$ cat src/rtl/core/pdr_pkg.sv
`timescale 1ns / 1ps

package pdr_pkg;

  localparam int ADC_BITS = 10;

  localparam int DUTY_W   = 7;
  localparam int ERR_W    = ADC_BITS + 1;
  localparam int STAT_W   = 3;
  localparam int ITER_W   = 16;
  localparam int SAT_W    = 8;
  localparam int TOL_W    = 10;
  localparam int GAIN_W   = 16;
  localparam int MAXIT_W  = 16;
  localparam int CMP_W    = 17;
  localparam int PROD_W   = ADC_BITS + GAIN_W;
  localparam int DSUM_W   = ADC_BITS + 1;

  localparam int CFG_IDX_W  = 3;
  localparam int CFG_DATA_W = 16;

  localparam int IN_DATA_W  = ((DUTY_W + ADC_BITS + 1 + 7) / 8) * 8;
  localparam int OUT_DATA_W = ((DUTY_W + ERR_W + ITER_W + 7) / 8) * 8;

  localparam logic [DUTY_W-1:0] DUTY_MAX = DUTY_W'(100);
  localparam logic [SAT_W-1:0]  SAT_TOP  = '1;

  // register indexes
  localparam logic [CFG_IDX_W-1:0] CFG_TARGET  = 3'd0;
  localparam logic [CFG_IDX_W-1:0] CFG_TOL     = 3'd1;
  localparam logic [CFG_IDX_W-1:0] CFG_GAIN    = 3'd2;
  localparam logic [CFG_IDX_W-1:0] CFG_SATLIM  = 3'd3;
  localparam logic [CFG_IDX_W-1:0] CFG_MAXITER = 3'd4;

  // result status codes
  localparam logic [STAT_W-1:0] ST_RUNNING   = 3'd0;
  localparam logic [STAT_W-1:0] ST_REACHED   = 3'd1;
  localparam logic [STAT_W-1:0] ST_SATURATED = 3'd2;
  localparam logic [STAT_W-1:0] ST_LOST      = 3'd3;
  localparam logic [STAT_W-1:0] ST_LIMIT     = 3'd4;
  localparam logic [STAT_W-1:0] ST_IDLE      = 3'd5;

  localparam logic FUNC_START  = 1'b0;
  localparam logic FUNC_SAMPLE = 1'b1;

  typedef struct packed {
    logic [ADC_BITS-1:0] target_level;
    logic [TOL_W-1:0]    tolerance;
    logic [GAIN_W-1:0]   gain_q16;
    logic [SAT_W-1:0]    rail_limit;
    logic [MAXIT_W-1:0]  max_iterations;
  } cfg_t;

  typedef struct packed {
    logic                func;
    logic [DUTY_W-1:0]   initial_duty;
    logic [ADC_BITS-1:0] adc_sample;
    logic                sensor_lost;
  } item_t;

  typedef struct packed {
    logic [DUTY_W-1:0]       duty_out;
    logic signed [ERR_W-1:0] error_out;
    logic [STAT_W-1:0]       status;
    logic [ITER_W-1:0]       iteration;
  } res_t;

endpackage

$ cat src/rtl/core/pdr_cfg_regs.sv
`timescale 1ns / 1ps

module pdr_cfg_regs (
  input  logic                              clk,
  input  logic                              rst_n,
  input  logic                              cfg_we,
  input  logic [pdr_pkg::CFG_IDX_W-1:0]     cfg_addr,
  input  logic [pdr_pkg::CFG_DATA_W-1:0]    cfg_wdata,
  output pdr_pkg::cfg_t                     cfg
);

  pdr_pkg::cfg_t cfg_r;

  always_ff @(posedge clk) begin
    if (!rst_n) begin
      cfg_r.target_level     <= '0;
      cfg_r.tolerance        <= pdr_pkg::TOL_W'(5);
      cfg_r.gain_q16         <= pdr_pkg::GAIN_W'(3277);
      cfg_r.rail_limit       <= pdr_pkg::SAT_W'(5);
      cfg_r.max_iterations   <= pdr_pkg::MAXIT_W'(100);
    end else if (cfg_we) begin
      case (cfg_addr)
        pdr_pkg::CFG_TARGET:  cfg_r.target_level     <= cfg_wdata[pdr_pkg::ADC_BITS-1:0];
        pdr_pkg::CFG_TOL:     cfg_r.tolerance        <= cfg_wdata[pdr_pkg::TOL_W-1:0];
        pdr_pkg::CFG_GAIN:    cfg_r.gain_q16         <= cfg_wdata[pdr_pkg::GAIN_W-1:0];
        pdr_pkg::CFG_SATLIM:  cfg_r.rail_limit       <= cfg_wdata[pdr_pkg::SAT_W-1:0];
        pdr_pkg::CFG_MAXITER: cfg_r.max_iterations   <= cfg_wdata[pdr_pkg::MAXIT_W-1:0];
        default: ;
      endcase
    end
  end

  assign cfg = cfg_r;

endmodule

$ cat src/rtl/core/pdr_step.sv
`timescale 1ns / 1ps

module pdr_step (
  input  logic           clk,
  input  logic           rst_n,
  input  logic           fire,
  input  pdr_pkg::item_t item,
  input  pdr_pkg::cfg_t  cfg,
  output pdr_pkg::res_t  res
);

  logic [pdr_pkg::DUTY_W-1:0]  duty_r, duty_nxt;
  logic [pdr_pkg::SAT_W-1:0]   sat_cnt_r, sat_cnt_nxt;
  logic [pdr_pkg::ITER_W-1:0]  smp_cnt_r, smp_cnt_nxt;
  logic                        active_r, active_nxt;

  logic signed [pdr_pkg::ERR_W-1:0]  err;
  logic [pdr_pkg::ADC_BITS-1:0]      mag;
  logic [pdr_pkg::ERR_W-1:0]         err_neg;
  logic                              err_pos;
  logic                              in_tol;
  logic                              at_rail;
  logic [pdr_pkg::SAT_W-1:0]         sat_inc;
  logic [pdr_pkg::PROD_W-1:0]        prod;
  logic [pdr_pkg::ADC_BITS-1:0]      step;
  logic [pdr_pkg::DSUM_W-1:0]        duty_ext;
  logic [pdr_pkg::DSUM_W-1:0]        step_ext;
  logic [pdr_pkg::DSUM_W-1:0]        duty_up;
  logic [pdr_pkg::DUTY_W-1:0]        duty_step;
  logic [pdr_pkg::ITER_W-1:0]        smp_inc;

  always_comb begin
    err      = $signed({1'b0, cfg.target_level}) - $signed({1'b0, item.adc_sample});
    err_neg  = -err;
    mag      = err[pdr_pkg::ERR_W-1] ? err_neg[pdr_pkg::ADC_BITS-1:0]
                                     : err[pdr_pkg::ADC_BITS-1:0];
    err_pos  = !err[pdr_pkg::ERR_W-1] && (err != '0);
    in_tol   = ({{(pdr_pkg::CMP_W-pdr_pkg::ADC_BITS){1'b0}}, mag}
                <= {{(pdr_pkg::CMP_W-pdr_pkg::TOL_W){1'b0}}, cfg.tolerance});
    at_rail  = (duty_r == '0) || (duty_r == pdr_pkg::DUTY_MAX);
    sat_inc  = (sat_cnt_r == pdr_pkg::SAT_TOP) ? sat_cnt_r : sat_cnt_r + 1'b1;

    // q16 gain, truncated, never below one step
    prod     = {{pdr_pkg::GAIN_W{1'b0}}, mag} * {{pdr_pkg::ADC_BITS{1'b0}}, cfg.gain_q16};
    step     = prod[pdr_pkg::PROD_W-1:pdr_pkg::GAIN_W];
    if (step == '0) begin
      step = pdr_pkg::ADC_BITS'(1);
    end
    duty_ext = {{(pdr_pkg::DSUM_W-pdr_pkg::DUTY_W){1'b0}}, duty_r};
    step_ext = {1'b0, step};
    duty_up  = duty_ext + step_ext;
    if (err_pos) begin
      duty_step = (step_ext >= duty_ext) ? '0 : duty_r - step[pdr_pkg::DUTY_W-1:0];
    end else begin
      duty_step = (duty_up > {{(pdr_pkg::DSUM_W-pdr_pkg::DUTY_W){1'b0}}, pdr_pkg::DUTY_MAX})
                  ? pdr_pkg::DUTY_MAX : duty_up[pdr_pkg::DUTY_W-1:0];
    end
    smp_inc  = smp_cnt_r + 1'b1;

    duty_nxt    = duty_r;
    sat_cnt_nxt = sat_cnt_r;
    smp_cnt_nxt = smp_cnt_r;
    active_nxt  = active_r;
    res.error_out = '0;
    res.status    = pdr_pkg::ST_RUNNING;

    if (item.func == pdr_pkg::FUNC_START) begin
      duty_nxt    = (item.initial_duty > pdr_pkg::DUTY_MAX) ? pdr_pkg::DUTY_MAX
                                                            : item.initial_duty;
      sat_cnt_nxt = '0;
      smp_cnt_nxt = '0;
      active_nxt  = 1'b1;
    end else if (!active_r) begin
      res.status = pdr_pkg::ST_IDLE;
    end else if (item.sensor_lost) begin
      active_nxt = 1'b0;
      res.status = pdr_pkg::ST_LOST;
    end else begin
      smp_cnt_nxt   = smp_inc;
      res.error_out = err;
      if (in_tol) begin
        active_nxt = 1'b0;
        res.status = pdr_pkg::ST_REACHED;
      end else if (at_rail && (sat_inc >= cfg.rail_limit)) begin
        sat_cnt_nxt = sat_inc;
        active_nxt  = 1'b0;
        res.status  = pdr_pkg::ST_SATURATED;
      end else begin
        sat_cnt_nxt = at_rail ? sat_inc : '0;
        duty_nxt    = duty_step;
        if (smp_inc >= cfg.max_iterations) begin
          active_nxt = 1'b0;
          res.status = pdr_pkg::ST_LIMIT;
        end
      end
    end

    res.duty_out  = duty_nxt;
    res.iteration = smp_cnt_nxt;
  end

  always_ff @(posedge clk) begin
    if (!rst_n) begin
      duty_r    <= '0;
      sat_cnt_r <= '0;
      smp_cnt_r <= '0;
      active_r  <= 1'b0;
    end else if (fire) begin
      duty_r    <= duty_nxt;
      sat_cnt_r <= sat_cnt_nxt;
      smp_cnt_r <= smp_cnt_nxt;
      active_r  <= active_nxt;
    end
  end

endmodule

$ cat src/rtl/core/proportional_duty_regulator_top.sv
`timescale 1ns / 1ps
// an input beat passes the input register and then the result register to become its result beat
// throughput: one item per cycle while the output is not stalled; the duty and counters update
// in the same cycle as the step logic, so the next item sees them at once, bounded by the 10x16
// gain multiply and clamp; reset: synchronous active-low rst_n empties both registers, clears
// duty and counters, leaves the loop idle and loads the default configuration

module proportional_duty_regulator_top (
  input  logic                               clk,
  input  logic                               rst_n,
  input  logic                               in_tvalid,
  output logic                               in_tready,
  input  logic [pdr_pkg::IN_DATA_W-1:0]      in_tdata,   // initial_duty, adc_sample, sensor_lost
  input  logic                               in_tuser,   // func
  output logic                               out_tvalid,
  input  logic                               out_tready,
  output logic [pdr_pkg::OUT_DATA_W-1:0]     out_tdata,  // duty_out, error_out, iteration
  output logic [pdr_pkg::STAT_W-1:0]         out_tuser,  // status
  input  logic                               cfg_we,
  input  logic [pdr_pkg::CFG_IDX_W-1:0]      cfg_addr,
  input  logic [pdr_pkg::CFG_DATA_W-1:0]     cfg_wdata
);

  localparam int SMP_LO  = pdr_pkg::DUTY_W;
  localparam int LOST_B  = pdr_pkg::DUTY_W + pdr_pkg::ADC_BITS;
  localparam int OUT_USED = pdr_pkg::DUTY_W + pdr_pkg::ERR_W + pdr_pkg::ITER_W;

  pdr_pkg::cfg_t  cfg;
  pdr_pkg::item_t item_r;
  pdr_pkg::res_t  res;
  pdr_pkg::res_t  res_r;
  logic           in_vld_r;
  logic           out_vld_r;
  logic           advance;
  logic           fire;

  assign advance   = !out_vld_r || out_tready;
  assign fire      = in_vld_r && advance;
  assign in_tready = !in_vld_r || advance;

  always_ff @(posedge clk) begin
    if (!rst_n) begin
      in_vld_r <= 1'b0;
    end else if (in_tready) begin
      in_vld_r <= in_tvalid;
    end
  end

  always_ff @(posedge clk) begin
    if (in_tready && in_tvalid) begin
      item_r.func         <= in_tuser;
      item_r.initial_duty <= in_tdata[pdr_pkg::DUTY_W-1:0];
      item_r.adc_sample   <= in_tdata[LOST_B-1:SMP_LO];
      item_r.sensor_lost  <= in_tdata[LOST_B];
    end
  end

  pdr_cfg_regs u_cfg (
    .clk       (clk),
    .rst_n     (rst_n),
    .cfg_we    (cfg_we),
    .cfg_addr  (cfg_addr),
    .cfg_wdata (cfg_wdata),
    .cfg       (cfg)
  );

  pdr_step u_step (
    .clk   (clk),
    .rst_n (rst_n),
    .fire  (fire),
    .item  (item_r),
    .cfg   (cfg),
    .res   (res)
  );

  always_ff @(posedge clk) begin
    if (!rst_n) begin
      out_vld_r <= 1'b0;
    end else if (advance) begin
      out_vld_r <= in_vld_r;
    end
  end

  always_ff @(posedge clk) begin
    if (fire) begin
      res_r <= res;
    end
  end

  assign out_tvalid = out_vld_r;
  assign out_tdata  = {{(pdr_pkg::OUT_DATA_W-OUT_USED){1'b0}},
                       res_r.iteration, res_r.error_out, res_r.duty_out};
  assign out_tuser  = res_r.status;

endmodule

$ cat config.mk
export PLATFORM = sky130hd
export DESIGN_NAME = proportional_duty_regulator_top
export DESIGN_NICKNAME = d
export VERILOG_FILES = /design/src/rtl/core/pdr_pkg.sv /design/src/rtl/core/pdr_cfg_regs.sv /design/src/rtl/core/pdr_step.sv /design/src/rtl/core/proportional_duty_regulator_top.sv
export SDC_FILE = /design/constraint.sdc
export NUM_CORES = 1
export LEC_CHECK = 0
export BUFFER_PORTS_ARGS = -buffer_cell sky130_fd_sc_hd__buf_4
export CAP_MARGIN = 20
export CORE_AREA = 2 2 142 248
export DETAILED_ROUTE_END_ITERATION = 7
export DIE_AREA = 0 0 144 250
export HOLD_SLACK_MARGIN = 0.1
export PLACE_DENSITY = 0.54
export SETUP_SLACK_MARGIN = 0.3
export SLEW_MARGIN = 30
export SYNTH_ARGS = -nofsm -noshare
export SYNTH_HDL_FRONTEND = slang
export SYNTH_SLANG_ARGS = --single-unit
$ cat constraint.sdc
create_clock -name clk -period 16.6 [get_ports clk]
set_input_delay 1.66 -clock clk [delete_from_list [all_inputs] [get_ports clk]]
set_output_delay 1.66 -clock clk [all_outputs]
set_load 0.005 [all_outputs]
Word-level counts from Yosys, hierarchy flattened
Cells that the tools add are included.
{ "word_totals": {"ff_bits": 150, "inputBits": 49, "out_inout_bits": 45} }
{ "op_classes": {"n_addsub": 6, "n_mul": 1, "magnitude_cmp": 6, "eq_ne": 9, "n_mux": 32, "bitwise_logic": 2, "reduce_logical": 22} }
{ "op_table": {"columns": ["cell", "n"], "rows": [
  ["$mux W7", 9],
  ["$mux W8", 7],
  ["$mux W16", 3],
  ["$mul A10 B16 Y26", 1],
  ["$mux W10", 2],
  ["$add A16 B1 Y16 const B", 1],
  ["$ge A16 B16 Y1", 1],
  ["$mux W3", 5],
  ["$reduce_and A2 Y1", 6],
  ["$add A7 B10 Y11", 1],
  ["$gt A11 B7 Y1 const B", 1],
  ["$reduce_bool A11 Y1", 1],
  ["$sub A10 B10 Y11", 1],
  ["$ge A10 B7 Y1", 1],
  ["$le A10 B10 Y1", 1],
  ["$logic_not A10 Y1", 1],
  ["$neg A10 Y10", 1],
  ["$add A8 B1 Y8 const B", 1],
  ["$eq A8 B8 Y1 const B", 1],
  ["$ge A8 B8 Y1", 1],
  ["$eq A7 B7 Y1 const B", 1],
  ["$gt A7 B7 Y1 const B", 1],
  ["$logic_not A7 Y1", 1],
  ["$sub A7 B7 Y7", 1],
  ["13 further kinds", 28]
]} }

Longest topological paths before layout
Gate-level depths: netlist of run 1.
{ "logic_depth": {"ltp_word": 15, "depth_mapped": 50, "ltp_nobuf": 49} }

Cells and area by module
Synthesis of run 1 repeated with hierarchy kept, for this count alone.
{ "unflattened": {"cells_unflattened": 1531, "hier_area_um2": 13900.8} }
{ "by_module_without_submodules": {"columns": ["mod", "n_inst", "cells_each", "area_each_um2"], "rows": [
  ["pdr_step", 1, 1232, 9744.3],
  ["pdr_cfg_regs", 1, 227, 2322.2],
  ["proportional_duty_regulator_top", 1, 72, 1834.3]
]} }

Least setup slack after synthesis of run 1
OpenSTA, ideal clock, no wires.
{ "synth_path": {"kind": "register -> register", "start": "register u_cfg.cfg_r (netlist bit u_cfg.cfg[50])", "end": "register res_r (netlist bit out_tdata[3]) (data pin)", "setup_ps": 153, "arrival_ps": 10351, "slack_ps": 6096, "stages_incl_launch_ff": 49, "path_buffers": 1, "period_less_slack_ps": 10504, "path_cell_list": "dfxtp_1 inv_1 ha_1 inv_1 fa_1 a21o_1 nand3_1 nand2_1 a21o_1 a21oi_1 xor2_1 nand4_1 o21bai_1 xnor2_1 clkbuf_1 nor2b_1 fa_1 fa_1 [... 13 more ...] a21oi_4 nand3_2 nor4b_2 a31o_1 ha_1 inv_1 fa_1 o21bai_1 a21oi_1 o21bai_1 a21oi_1 xor2_1 a311oi_1 a41oi_1 a211o_1 a211oi_1 nor3_1 o22ai_1"} }
{ "synth_lines": {"columns": ["element", "line", "rtl"], "rows": [
  ["start, declared", "pdr_cfg_regs.sv:12", "pdr_pkg::cfg_t cfg_r;"],
  ["end signal, assigned", "proportional_duty_regulator_top.sv:86", "res_r <= res;"],
  ["end, declared", "proportional_duty_regulator_top.sv:31", "pdr_pkg::res_t res_r;"]
]} }

==> run_results.csv, run 1 <==
group,metric,value,unit
power_and_ir_drop,sequentialPowerShare,14.7,%
critical_path,critPathArrivalTime,12370,ps
critical_path,critical_path_peak_fanout,13,
drt,route.final.wire_length,37800,um
worst_hold_path,hold_path.class,"reg -> reg",
yosys,ys.warnings.count,0,
drt,drt-pass1-iter-count,5,
power_and_ir_drop,power.share.combinational,71.5,%
critical_path,sort_of_element_at_the_end_of_the_critical_path,"register",
placement,portBuffers,81,
drt,drt-vias-per-instance,5.19,
placement,gp_routability_congestion,0.910,
critical_path,worst_setup_path_startpoint,"item_r[1]",
final_layout,finalNetCount,1913,
yosys,yosys.area_share.xor_xnor,3.77,%
yosys,number_of_distinct_library_cells_after_synthesis,69,
yosys,synth_top_family_by_area,"adder cells",
final_layout,final_layout_fill_cell_count,3477,
worst_hold_path,hold_path_startpoint,"u_cfg.cfg[45]",
yosys,postSynth.topFlopCell,"sky130_fd_sc_hd__dfxtp_1",
clock_network,clock-sinks,150,
yosys,yosys-mux-area-fraction,0.306,%
clock_network,clock_tree.buffer_depth,2,
final_layout,seq_area,3560,sq um
power_and_ir_drop,p_leak,6.83,nW
power_and_ir_drop,power_density,183,nW/um^2
grt,remaining_global_route_overflow,0,
timing,final.setup.tns,0,ps
die,ios,94,
clock_network,cts_max_level,4,
drt,drtAntennaViolNets,0,
timing,timing.final.hold_violations,0,
clock_network,cts-buffers-inserted,17,
yosys,number_of_enable_type_register_cells_in_the_synthesized_netlist,56,
critical_path,critical_path.n_buffers_inverters,6,
die,initial_core_util,39.5,%
yosys,ys_seq_elements,150,
timing,holdWs,458,ps
timing,achievable_clock_frequency,82.1,MHz
grt,antenna_violations_before_repair,0,
placement,place_inst,2066,
run,cap_violations,0,
power_and_ir_drop,switching_share,51.2,%
timing,finalMaxSlewViolations,0,
final_layout,final_cell_area,15100,sq um
timing,tightestPinTransition,892,ps
critical_path,cp-start-kind,"register",
power_and_ir_drop,finalPower,2.76,mW
die,rows,90,
timing,period_minus_slack,12180,ps
timing,timing.final.ws_setup,4420,ps
final_layout,layout.cells.non_filler,2098,
placement,dpl_worst_slack,4420,ps
clock_network,clock_latency,440,ps
status,outcome,"completed",
die,core_area,34100,sq um
yosys,yosys.area_share.simple,19.9,%
final_layout,fin_util,44.2,%
drt,via_count,10900,
timing,clock_skew,9.58,ps
grt,grt_start_max_net_pins,76,
clock_network,cts_tree,"yes",
clock_network,post-cts-setup-buffers,0,
grt,first_global_vias,11400,
power_and_ir_drop,p_sw,1.41,mW
timing,rsz0062_at_grt,"false",
die,dieHeight,250,um
critical_path,crit_family,"adder cells",
yosys,synth-async-reset-ratio,0,%
yosys,yosys.area_share.adder,28.4,%
yosys,synth.cell_area,13500,sq um
clock_network,ctsRootBufferMaster,"sky130_fd_sc_hd__clkbuf_16",
placement,half_perimeter_wire_length_after_detailed_placement,29400,um
die,die_x,144,um
power_and_ir_drop,power_report.internal_total,1.35,mW
final_layout,post_route_cells_drive_above_1_share,9.58,%
die,dieArea,36000,sq um
critical_path,rr_startpoint,"item_r[1]",
timing,setup_violations,0,
clock_network,postCtsResizedCells,0,
yosys,post_synth_inst_count,1578,
timing,slew-limit-headroom,40.5,%
critical_path,most_frequent_cell_on_the_critical_path,"sky130_fd_sc_hd__fa_1",
grt,grt_pass1_wl,60400,um
placement,dpl_cell_area,14500,sq um
critical_path,worst_path_largest_cell_delay,560,ps
drt,detail_route.wl_per_cell,18.0,um
yosys,synth-compound-area-share,13.2,%
critical_path,critical_path_class,"reg -> reg",
clock_network,post_cts_hold_buffer_count,0,
grt,global_route.usage.total,21.9,%
final_layout,syn2layout_area_growth,12.0,%
final_layout,antenna_cells_inserted,0,
drt,detailedRoute.firstIterationViolations,581,
yosys,synth_sequential_area_ratio,26.4,%
critical_path,worst-endpoint-required,16790,ps
clock_network,clk_pin_slew_worst_paths,70,ps
drt,detail_route.drc_violations,0,
power_and_ir_drop,p_clk_share,13.8,%
yosys,syn-mean-instance-area,8.54,sq um
final_layout,multi_input_area,8890,sq um
timing,layout_worst_path_cycle_share,73.4,%
power_and_ir_drop,worst_ir_drop_vdd,0.156,mV
critical_path,critical_path.slowest_cell,"sky130_fd_sc_hd__fa_1",
final timing paths:
path / to / slack [ps] / cells past startpoint
max: out_tdata[0] / 4420 / 48
min: u_cfg.cfg[45] / 460 / 2
max reg2reg: out_tdata[0] / 4420 / 48
min reg2reg: u_cfg.cfg[45] / 460 / 2
cell families after synthesis:
group | count (synthesis)
AND/OR/NAND/NOR | 567
XOR/XNOR | 58
other | 1
adder cells (fa/ha/maj) | 239
multiplexers | 4
AO/OA/AOI/OAI | 279
flip-flops | 150
buffers and inverters | 280
Yosys cell counts (19+ instances only):
master	instances	share of area (%)
sky130_fd_sc_hd__nand2_1	256	7.1
sky130_fd_sc_hd__inv_1	207	5.8
sky130_fd_sc_hd__a21oi_1	129	4.8
sky130_fd_sc_hd__ha_1	127	12
sky130_fd_sc_hd__fa_1	112	17
sky130_fd_sc_hd__dfxtp_1	94	14
sky130_fd_sc_hd__nor2_1	84	2.3
sky130_fd_sc_hd__and2_1	71	3.3
sky130_fd_sc_hd__clkbuf_1	65	1.8
sky130_fd_sc_hd__edfxtp_1	56	12
sky130_fd_sc_hd__nand3_1	33	1.2
sky130_fd_sc_hd__o21ai_0	33	1.2
sky130_fd_sc_hd__xor2_1	31	2.0
sky130_fd_sc_hd__nor2b_1	28	1.3
sky130_fd_sc_hd__xnor2_1	27	1.8
sky130_fd_sc_hd__a21o_1	20	1.1
sky130_fd_sc_hd__nor3_1	19	0.71
flip-flops by register name, indices dropped and copies added (netlist names):
register and count:
item_r 19, u_cfg.cfg 60, out_tvalid 1, out_tdata 34
u_step.duty_r 7, u_step.smp_cnt_r 16, u_step.sat_cnt_r 8, u_step.active_r 1
out_tuser 3, in_vld_r 1
power by group through the flow:
stage / registers (mW) / clock network (mW) / logic (mW)
after floorplan: 0.409 / 0 / 1.46
after global placement: 0.414 / 0 / 1.96
after detailed placement: 0.414 / 0 / 1.98
after CTS: 0.406 / 0.387 / 1.99
after global routing: 0.408 / 0.401 / 2.27
final: 0.406 / 0.380 / 1.97
per-layer routing:
metal	global-route usage [%]	share of wire, %
met5	0	0
met1	23.4	38
met3	2.65	2.6
met4	9.13	4.1
met2	42.1	55
final cells by class:
cell class                      instances  area share, %
Timing Repair Buffer                   95           4.72
Tap cell                              460           3.81
Inverter                              208           5.17
Multi-Input combinational cell       1153           58.9
Sequential cell                       150           23.6
Clock inverter                         14          0.887
Clock buffer                           18           2.91
worst reg2reg max path, delay by kind of cell (launching register included):
family / cells / cell delay (ps)
XOR/XNOR: 3 / 1050
flip-flops: 1 / 360
AND/OR/NAND/NOR: 12 / 2120
AO/OA/AOI/OAI: 17 / 3890
adder cells (fa/ha/maj): 10 / 4200
buffers and inverters: 6 / 340
cells in the final DEF, fill, tap and decap left out, types with 5 or more instances in the layout:
master	instances
sky130_fd_sc_hd__inv_1	205
sky130_fd_sc_hd__o211ai_1	10
sky130_fd_sc_hd__nand4_1	13
sky130_fd_sc_hd__a31oi_1	11
sky130_fd_sc_hd__nor3_1	19
sky130_fd_sc_hd__or3_1	8
sky130_fd_sc_hd__conb_1	6
sky130_fd_sc_hd__inv_6	5
sky130_fd_sc_hd__xnor2_1	26
sky130_fd_sc_hd__fa_1	112
sky130_fd_sc_hd__edfxtp_1	56
sky130_fd_sc_hd__nand2_1	256
sky130_fd_sc_hd__nand2b_1	15
sky130_fd_sc_hd__o21ai_0	33
sky130_fd_sc_hd__nand3_1	33
sky130_fd_sc_hd__a21o_1	20
sky130_fd_sc_hd__o21bai_1	11
sky130_fd_sc_hd__xor2_1	28
sky130_fd_sc_hd__ha_1	127
sky130_fd_sc_hd__clkbuf_16	17
sky130_fd_sc_hd__and2_1	70
sky130_fd_sc_hd__nor2_1	84
sky130_fd_sc_hd__a211oi_1	11
sky130_fd_sc_hd__and3_1	15
sky130_fd_sc_hd__o21a_1	6
sky130_fd_sc_hd__buf_4	95
sky130_fd_sc_hd__dfxtp_1	94
sky130_fd_sc_hd__nor3b_1	5
sky130_fd_sc_hd__nor2b_1	28
sky130_fd_sc_hd__a21oi_1	129
Note: power is estimated with default switching activity, not from simulation.
==> inputs of run 2 (changes only) <==
Clock period 16.6 ns to 11.36 ns, I/O delays scaled along.
==> run 2 against run 1 <==
Clock skew fell by 0.66 ps. Via count increased by 2.1%. Final area is 5.4% higher. Highest routed layer unchanged. First-iteration DRC count is 23% lower. Hold slack improved by 0.94 ps. Critical path depth rose by 1. Critical path type unchanged. Critical endpoint is now out_tdata[4]. Sequential share of layout area shrank 1.2 points. Largest power group unchanged.
==> run_results.csv, run 2 (synthesis gave the netlist of run 1 again) <==
group,metric,value,unit
die,initial_core_util,39.5,%
clock_network,ctsRootBufferMaster,"sky130_fd_sc_hd__clkbuf_16",
drt,route.final.wire_length,38700,um
timing,finalMaxSlewViolations,0,
worst_hold_path,hold_path_startpoint,"u_cfg.cfg[12]",
critical_path,worst_path_largest_cell_delay,550,ps
final_layout,mostFrequentLayoutCells,"sky130_fd_sc_hd__nand2_1, sky130_fd_sc_hd__inv_1, sky130_fd_sc_hd__buf_4, sky130_fd_sc_hd__a21oi_1, sky130_fd_sc_hd__ha_1",
timing,timing.final.hold_violations,0,
critical_path,r2r_slack,570,ps
timing,clock_skew,8.93,ps
placement,gp_routability_congestion,0.895,
die,rows,90,
timing,period_minus_slack,10790,ps
power_and_ir_drop,sequentialPowerShare,11.9,%
drt,detail_route.wl_per_cell,17.9,um
critical_path,cp-start-kind,"register",
final_layout,antenna_cells_inserted,0,
placement,portBuffers,81,
clock_network,clock_latency,430,ps
power_and_ir_drop,power.share.combinational,77.1,%
critical_path,timing.rr.end,"out_tdata[4]",
grt,antenna_violations_before_repair,0,
power_and_ir_drop,p_clk_share,11.1,%
power_and_ir_drop,p_sw,2.42,mW
die,die_x,144,um
critical_path,ff2ff_path_depth,49,
worst_hold_path,hold_path.class,"reg -> reg",
power_and_ir_drop,p_leak,7.18,nW
final_layout,largest_register_ffs,60,
clock_network,clk_pin_slew_worst_paths,60,ps
power_and_ir_drop,power_density,315,nW/um^2
clock_network,cts_tree,"yes",
status,outcome,"completed",
grt,first_global_vias,11500,
clock_network,clock-sinks,150,
worst_hold_path,whs_path_depth,2,
clock_network,clock_tree.buffer_depth,2,
grt,global_route.usage.total,22.3,%
placement,half_perimeter_wire_length_after_detailed_placement,30400,um
die,ios,94,
clock_network,post_cts_hold_buffer_count,0,
critical_path,critical_path.slowest_cell,"sky130_fd_sc_hd__fa_2",
critical_path,rr_startpoint,"item_r[1]",
die,core_area,34100,sq um
timing,rsz0062_at_grt,"true",
drt,drt-pass1-iter-count,5,
final_layout,finalNetCount,1973,
grt,grt_start_max_net_pins,76,
worst_hold_path,hold_path_end,"u_cfg.cfg[12]",
critical_path,critical_path_peak_fanout,7,
clock_network,cts-buffers-inserted,17,
final_layout,syn2layout_area_growth,18.1,%
power_and_ir_drop,worst_ir_drop_vdd,0.213,mV
timing,setup_violations,0,
placement,place_inst,2110,
drt,drtAntennaViolNets,0,
power_and_ir_drop,switching_share,48.3,%
timing,tightestPinTransition,995,ps
grt,grt_pass1_wl,61400,um
drt,detail_route.drc_violations,0,
drt,via_count,11100,
critical_path,critPathArrivalTime,11050,ps
run,cap_violations,0,
timing,achievable_clock_frequency,92.7,MHz
critical_path,sort_of_element_at_the_end_of_the_critical_path,"register",
power_and_ir_drop,power_report.internal_total,2.59,mW
timing,slew-limit-headroom,33.7,%
die,dieArea,36000,sq um
die,dieHeight,250,um
final_layout,post_route_cells_drive_above_1_share,16.4,%
critical_path,critical_path_class,"reg -> reg",
clock_network,cts_max_level,4,
drt,detailedRoute.firstIterationViolations,447,
drt,drt-vias-per-instance,5.16,
critical_path,most_frequent_cell_on_the_critical_path,"sky130_fd_sc_hd__inv_2",
timing,layout_worst_path_cycle_share,95.0,%
final_layout,final_common_cell,"sky130_fd_sc_hd__nand2_1",
grt,remaining_global_route_overflow,0,
final_layout,layout.cells.non_filler,2157,
critical_path,worst-endpoint-required,11620,ps
timing,final.setup.tns,0,ps
run 2: changes by cell type in the layout (fill, tap and decap cells not counted), sizes merged:
cell,change
bufinv,+1
buf,+60
clkbuf,+2
clkinv,-4
run 2: cell type report:
type / instances / area (sq um)
clock buffer: 20 / 447
multi-input combinational: 1153 / 9210
clock inverter: 11 / 115
tap: 460 / 576
inverter: 208 / 781
timing repair buffer: 155 / 1220
sequential: 150 / 3560
fill: 3361 / 18200
run 2: metal layers:
layer  global-route usage, %  wire, um  vias to the layer above
met4                    9.61      1700                        0
met5                       0         0                        -
met3                    2.30       647                       86
li1                        -         -                     5399
met2                    43.7     21800                      184
met1                    23.4     14500                     5453
run 2: metrics by stage:
step / area [sq um] / total power, mW / hold slack [ps] / setup WS [ps] / util [%]
after CTS: 15600 / 4.67 / 459 / 344 / 45.6
after floorplan: 13500 / 2.73 / 435 / 856 / -
after global placement: 14900 / 3.88 / 444 / 103 / 43.5
after detailed placement: 14900 / 3.90 / 450 / 26.4 / 43.6
final: 15900 / 5.01 / 459 / 571 / 46.6
after global routing: 15900 / 5.47 / 476 / 168 / 46.6
run 2: worst max-delay path: cells and delay by family, from the launching register on:
kind | cells | cell delay [ps]
XOR/XNOR | 2 | 390
AO/OA/AOI/OAI | 13 | 3070
flip-flops | 1 | 400
AND/OR/NAND/NOR | 16 | 2200
buffers and inverters | 8 | 620
adder cells (fa/ha/maj) | 10 | 3900
run 2: how the worst max path moves through the flow:
| stage | from | to | slack [ps] |
|---|---|---|---|
| after CTS | item_r[1] | out_tdata[0] | 340 |
| after global placement | u_cfg.cfg[50] | out_tdata[0] | 100 |
| after global routing | item_r[1] | out_tdata[4] | 170 |
| after floorplan | u_cfg.cfg[50] | out_tdata[3] | 860 |
| after detailed placement | item_r[1] | out_tdata[0] | 30 |
| final | item_r[1] | out_tdata[4] | 570 |
run 2: power by group through the flow:
| stage | sequential, mW | clock, mW | combinational [mW] |
|---|---|---|---|
| 2_1_floorplan | 0.597 | 0 | 2.13 |
| 3_3_place_gp | 0.605 | 0 | 3.28 |
| 3_5_place_dp | 0.605 | 0 | 3.29 |
| 4_1_cts | 0.594 | 0.570 | 3.51 |
| 5_1_grt | 0.596 | 0.589 | 4.28 |
| 6_report | 0.594 | 0.555 | 3.86 |
run 2: timing repair:
| item | 4_1_cts | 5_1_grt |
|---|---|---|
| setup endpoints to repair | 14 | 14 |
| buffers inserted | 6 | 10 |
| pin swaps | 12 | 70 |
| gates resized for setup | 20 | 67 |
==> inputs of run 3 (changes only) <==
Settings changed: CTS_BUF_LIST from default to sky130_fd_sc_hd__clkbuf_8 sky130_fd_sc_hd__clkbuf_16.
==> run 3 against run 2 <==
Non-clock buffer count unchanged. Sequential power barely moved. Sequential share of layout area stayed put. Final area unchanged. Via count is essentially flat. Clock power barely moved. Power hardly changed. Die area is the same. Register-to-register slack is essentially flat. Clock-buffer cell count decreased by 2. Global-route usage is the same. Largest power group unchanged.
==> run_results.csv, run 3 (synthesis gave the netlist of run 1 again) <==
group,metric,value,unit
status,outcome,"completed",
clock_network,cts-buffers-inserted,17,
timing,tightestPinTransition,995,ps
clock_network,cts_tree,"yes",
final_layout,antenna_cells_inserted,0,
final_layout,post_route_cells_drive_above_1_share,16.4,%
worst_hold_path,hold_path.class,"reg -> reg",
drt,detailedRoute.firstIterationViolations,449,
drt,drt-pass1-iter-count,5,
critical_path,critical_path.slowest_cell,"sky130_fd_sc_hd__fa_2",
timing,rsz0062_at_grt,"true",
drt,detail_route.wl_per_cell,17.9,um
clock_network,clock-sinks,150,
critical_path,worst-endpoint-required,11620,ps
final_layout,layout.cells.non_filler,2157,
drt,via_count,11100,
drt,detail_route.drc_violations,0,
clock_network,ctsRootBufferMaster,"sky130_fd_sc_hd__clkbuf_16",
placement,half_perimeter_wire_length_after_detailed_placement,30400,um
placement,portBuffers,81,
critical_path,critical_path_class,"reg -> reg",
timing,layout_worst_path_cycle_share,95.0,%
timing,final.setup.tns,0,ps
timing,clock_skew,8.93,ps
die,initial_core_util,39.5,%
critical_path,worst_path_largest_cell_delay,550,ps
timing,achievable_clock_frequency,92.7,MHz
final_layout,final_common_cell,"sky130_fd_sc_hd__nand2_1",
final_layout,largest_register_ffs,60,
critical_path,sort_of_element_at_the_end_of_the_critical_path,"register",
critical_path,cp-start-kind,"register",
timing,period_minus_slack,10790,ps
timing,timing.final.ws_setup,573,ps
grt,antenna_violations_before_repair,0,
clock_network,post_cts_hold_buffer_count,0,
run,cap_violations,0,
critical_path,critical_path_peak_fanout,7,
die,rows,90,
power_and_ir_drop,power_density,315,nW/um^2
clock_network,cts_max_level,4,
timing,timing.final.hold_violations,0,
clock_network,clock_latency,430,ps
final_layout,syn2layout_area_growth,18.1,%
clock_network,clock_tree.buffer_depth,2,
grt,first_global_vias,11500,
placement,place_inst,2110,
power_and_ir_drop,p_leak,7.19,nW
grt,remaining_global_route_overflow,0,
die,dieArea,36000,sq um
grt,global_route.usage.total,22.3,%
power_and_ir_drop,finalPower,5.01,mW
clock_network,clk_pin_slew_worst_paths,60,ps
placement,gp_routability_congestion,0.895,
timing,finalMaxSlewViolations,0,
die,dieHeight,250,um
final_layout,mostFrequentLayoutCells,"sky130_fd_sc_hd__nand2_1, sky130_fd_sc_hd__inv_1, sky130_fd_sc_hd__buf_4, sky130_fd_sc_hd__a21oi_1, sky130_fd_sc_hd__ha_1",
die,core_area,34100,sq um
die,ios,94,
grt,grt_pass1_wl,61400,um
grt,grt_start_max_net_pins,76,
timing,slew-limit-headroom,33.7,%
placement,dpl_worst_slack,26.4,ps
drt,drt-vias-per-instance,5.15,
power_and_ir_drop,worst_ir_drop_vdd,0.213,mV
drt,drtAntennaViolNets,0,
critical_path,critPathArrivalTime,11050,ps
drt,route.final.wire_length,38700,um
die,die_x,144,um
timing,setup_violations,0,
final_layout,finalNetCount,1973,
critical_path,most_frequent_cell_on_the_critical_path,"sky130_fd_sc_hd__inv_2",
run 3: what timing repair did:
action                                  in CTS  in global routing
pin swaps                                   12                 70
resized for setup                           20                 67
hold endpoints to repair                     0                  0
buffers inserted                             6                 10
endpoints found under the setup margin      14                 14
run 3: routing by layer:
layer / track usage, % / share of wire, % / vias to the layer above
met1: 23.4 / 37 / 5450
met5: 0 / 0 / -
li1: - / - / 5399
met2: 43.7 / 56 / 180
met3: 2.30 / 1.7 / 86
met4: 9.61 / 4.4 / 0
run 3: final timing paths:
kind | from | end | slack, ps | depth (start not counted)
worst min-delay path | u_cfg.cfg[12] | u_cfg.cfg[12] | 460 | 2
worst max register to register | item_r[1] | out_tdata[4] | 570 | 49
worst min register to register | u_cfg.cfg[12] | u_cfg.cfg[12] | 460 | 2
worst max-delay path | item_r[1] | out_tdata[4] | 570 | 49
run 3: worst max-delay path: cells and delay by family, from the launching register on:
family / cells / cell delay (ps)
flip-flops: 1 / 400
adder cells (fa/ha/maj): 10 / 3900
AO/OA/AOI/OAI: 13 / 3070
buffers and inverters: 8 / 620
XOR/XNOR: 2 / 390
AND/OR/NAND/NOR: 16 / 2200
run 3: cell type report:
cell class	count	area [sq um]
clock buffer	18	439
clock inverter	13	123
fill	3361	18200
inverter	208	781
multi-input combinational	1153	9210
sequential	150	3560
tap	460	576
timing repair buffer	155	1220
run 3: per-stage QoR:
| stage | hold WS (ps) | util [%] | area [sq um] |
|---|---|---|---|
| floorplan | 435 | - | 13500 |
| global placement | 444 | 43.5 | 14900 |
| detailed placement | 450 | 43.6 | 14900 |
| CTS | 459 | 45.6 | 15600 |
| global route | 476 | 46.6 | 15900 |
| finish | 459 | 46.6 | 15900 |
run 3: where the power goes:
part | switching (mW) | internal (mW)
logic | 2.16 | 1.70
registers | 0.0164 | 0.577
clock network | 0.243 | 0.311
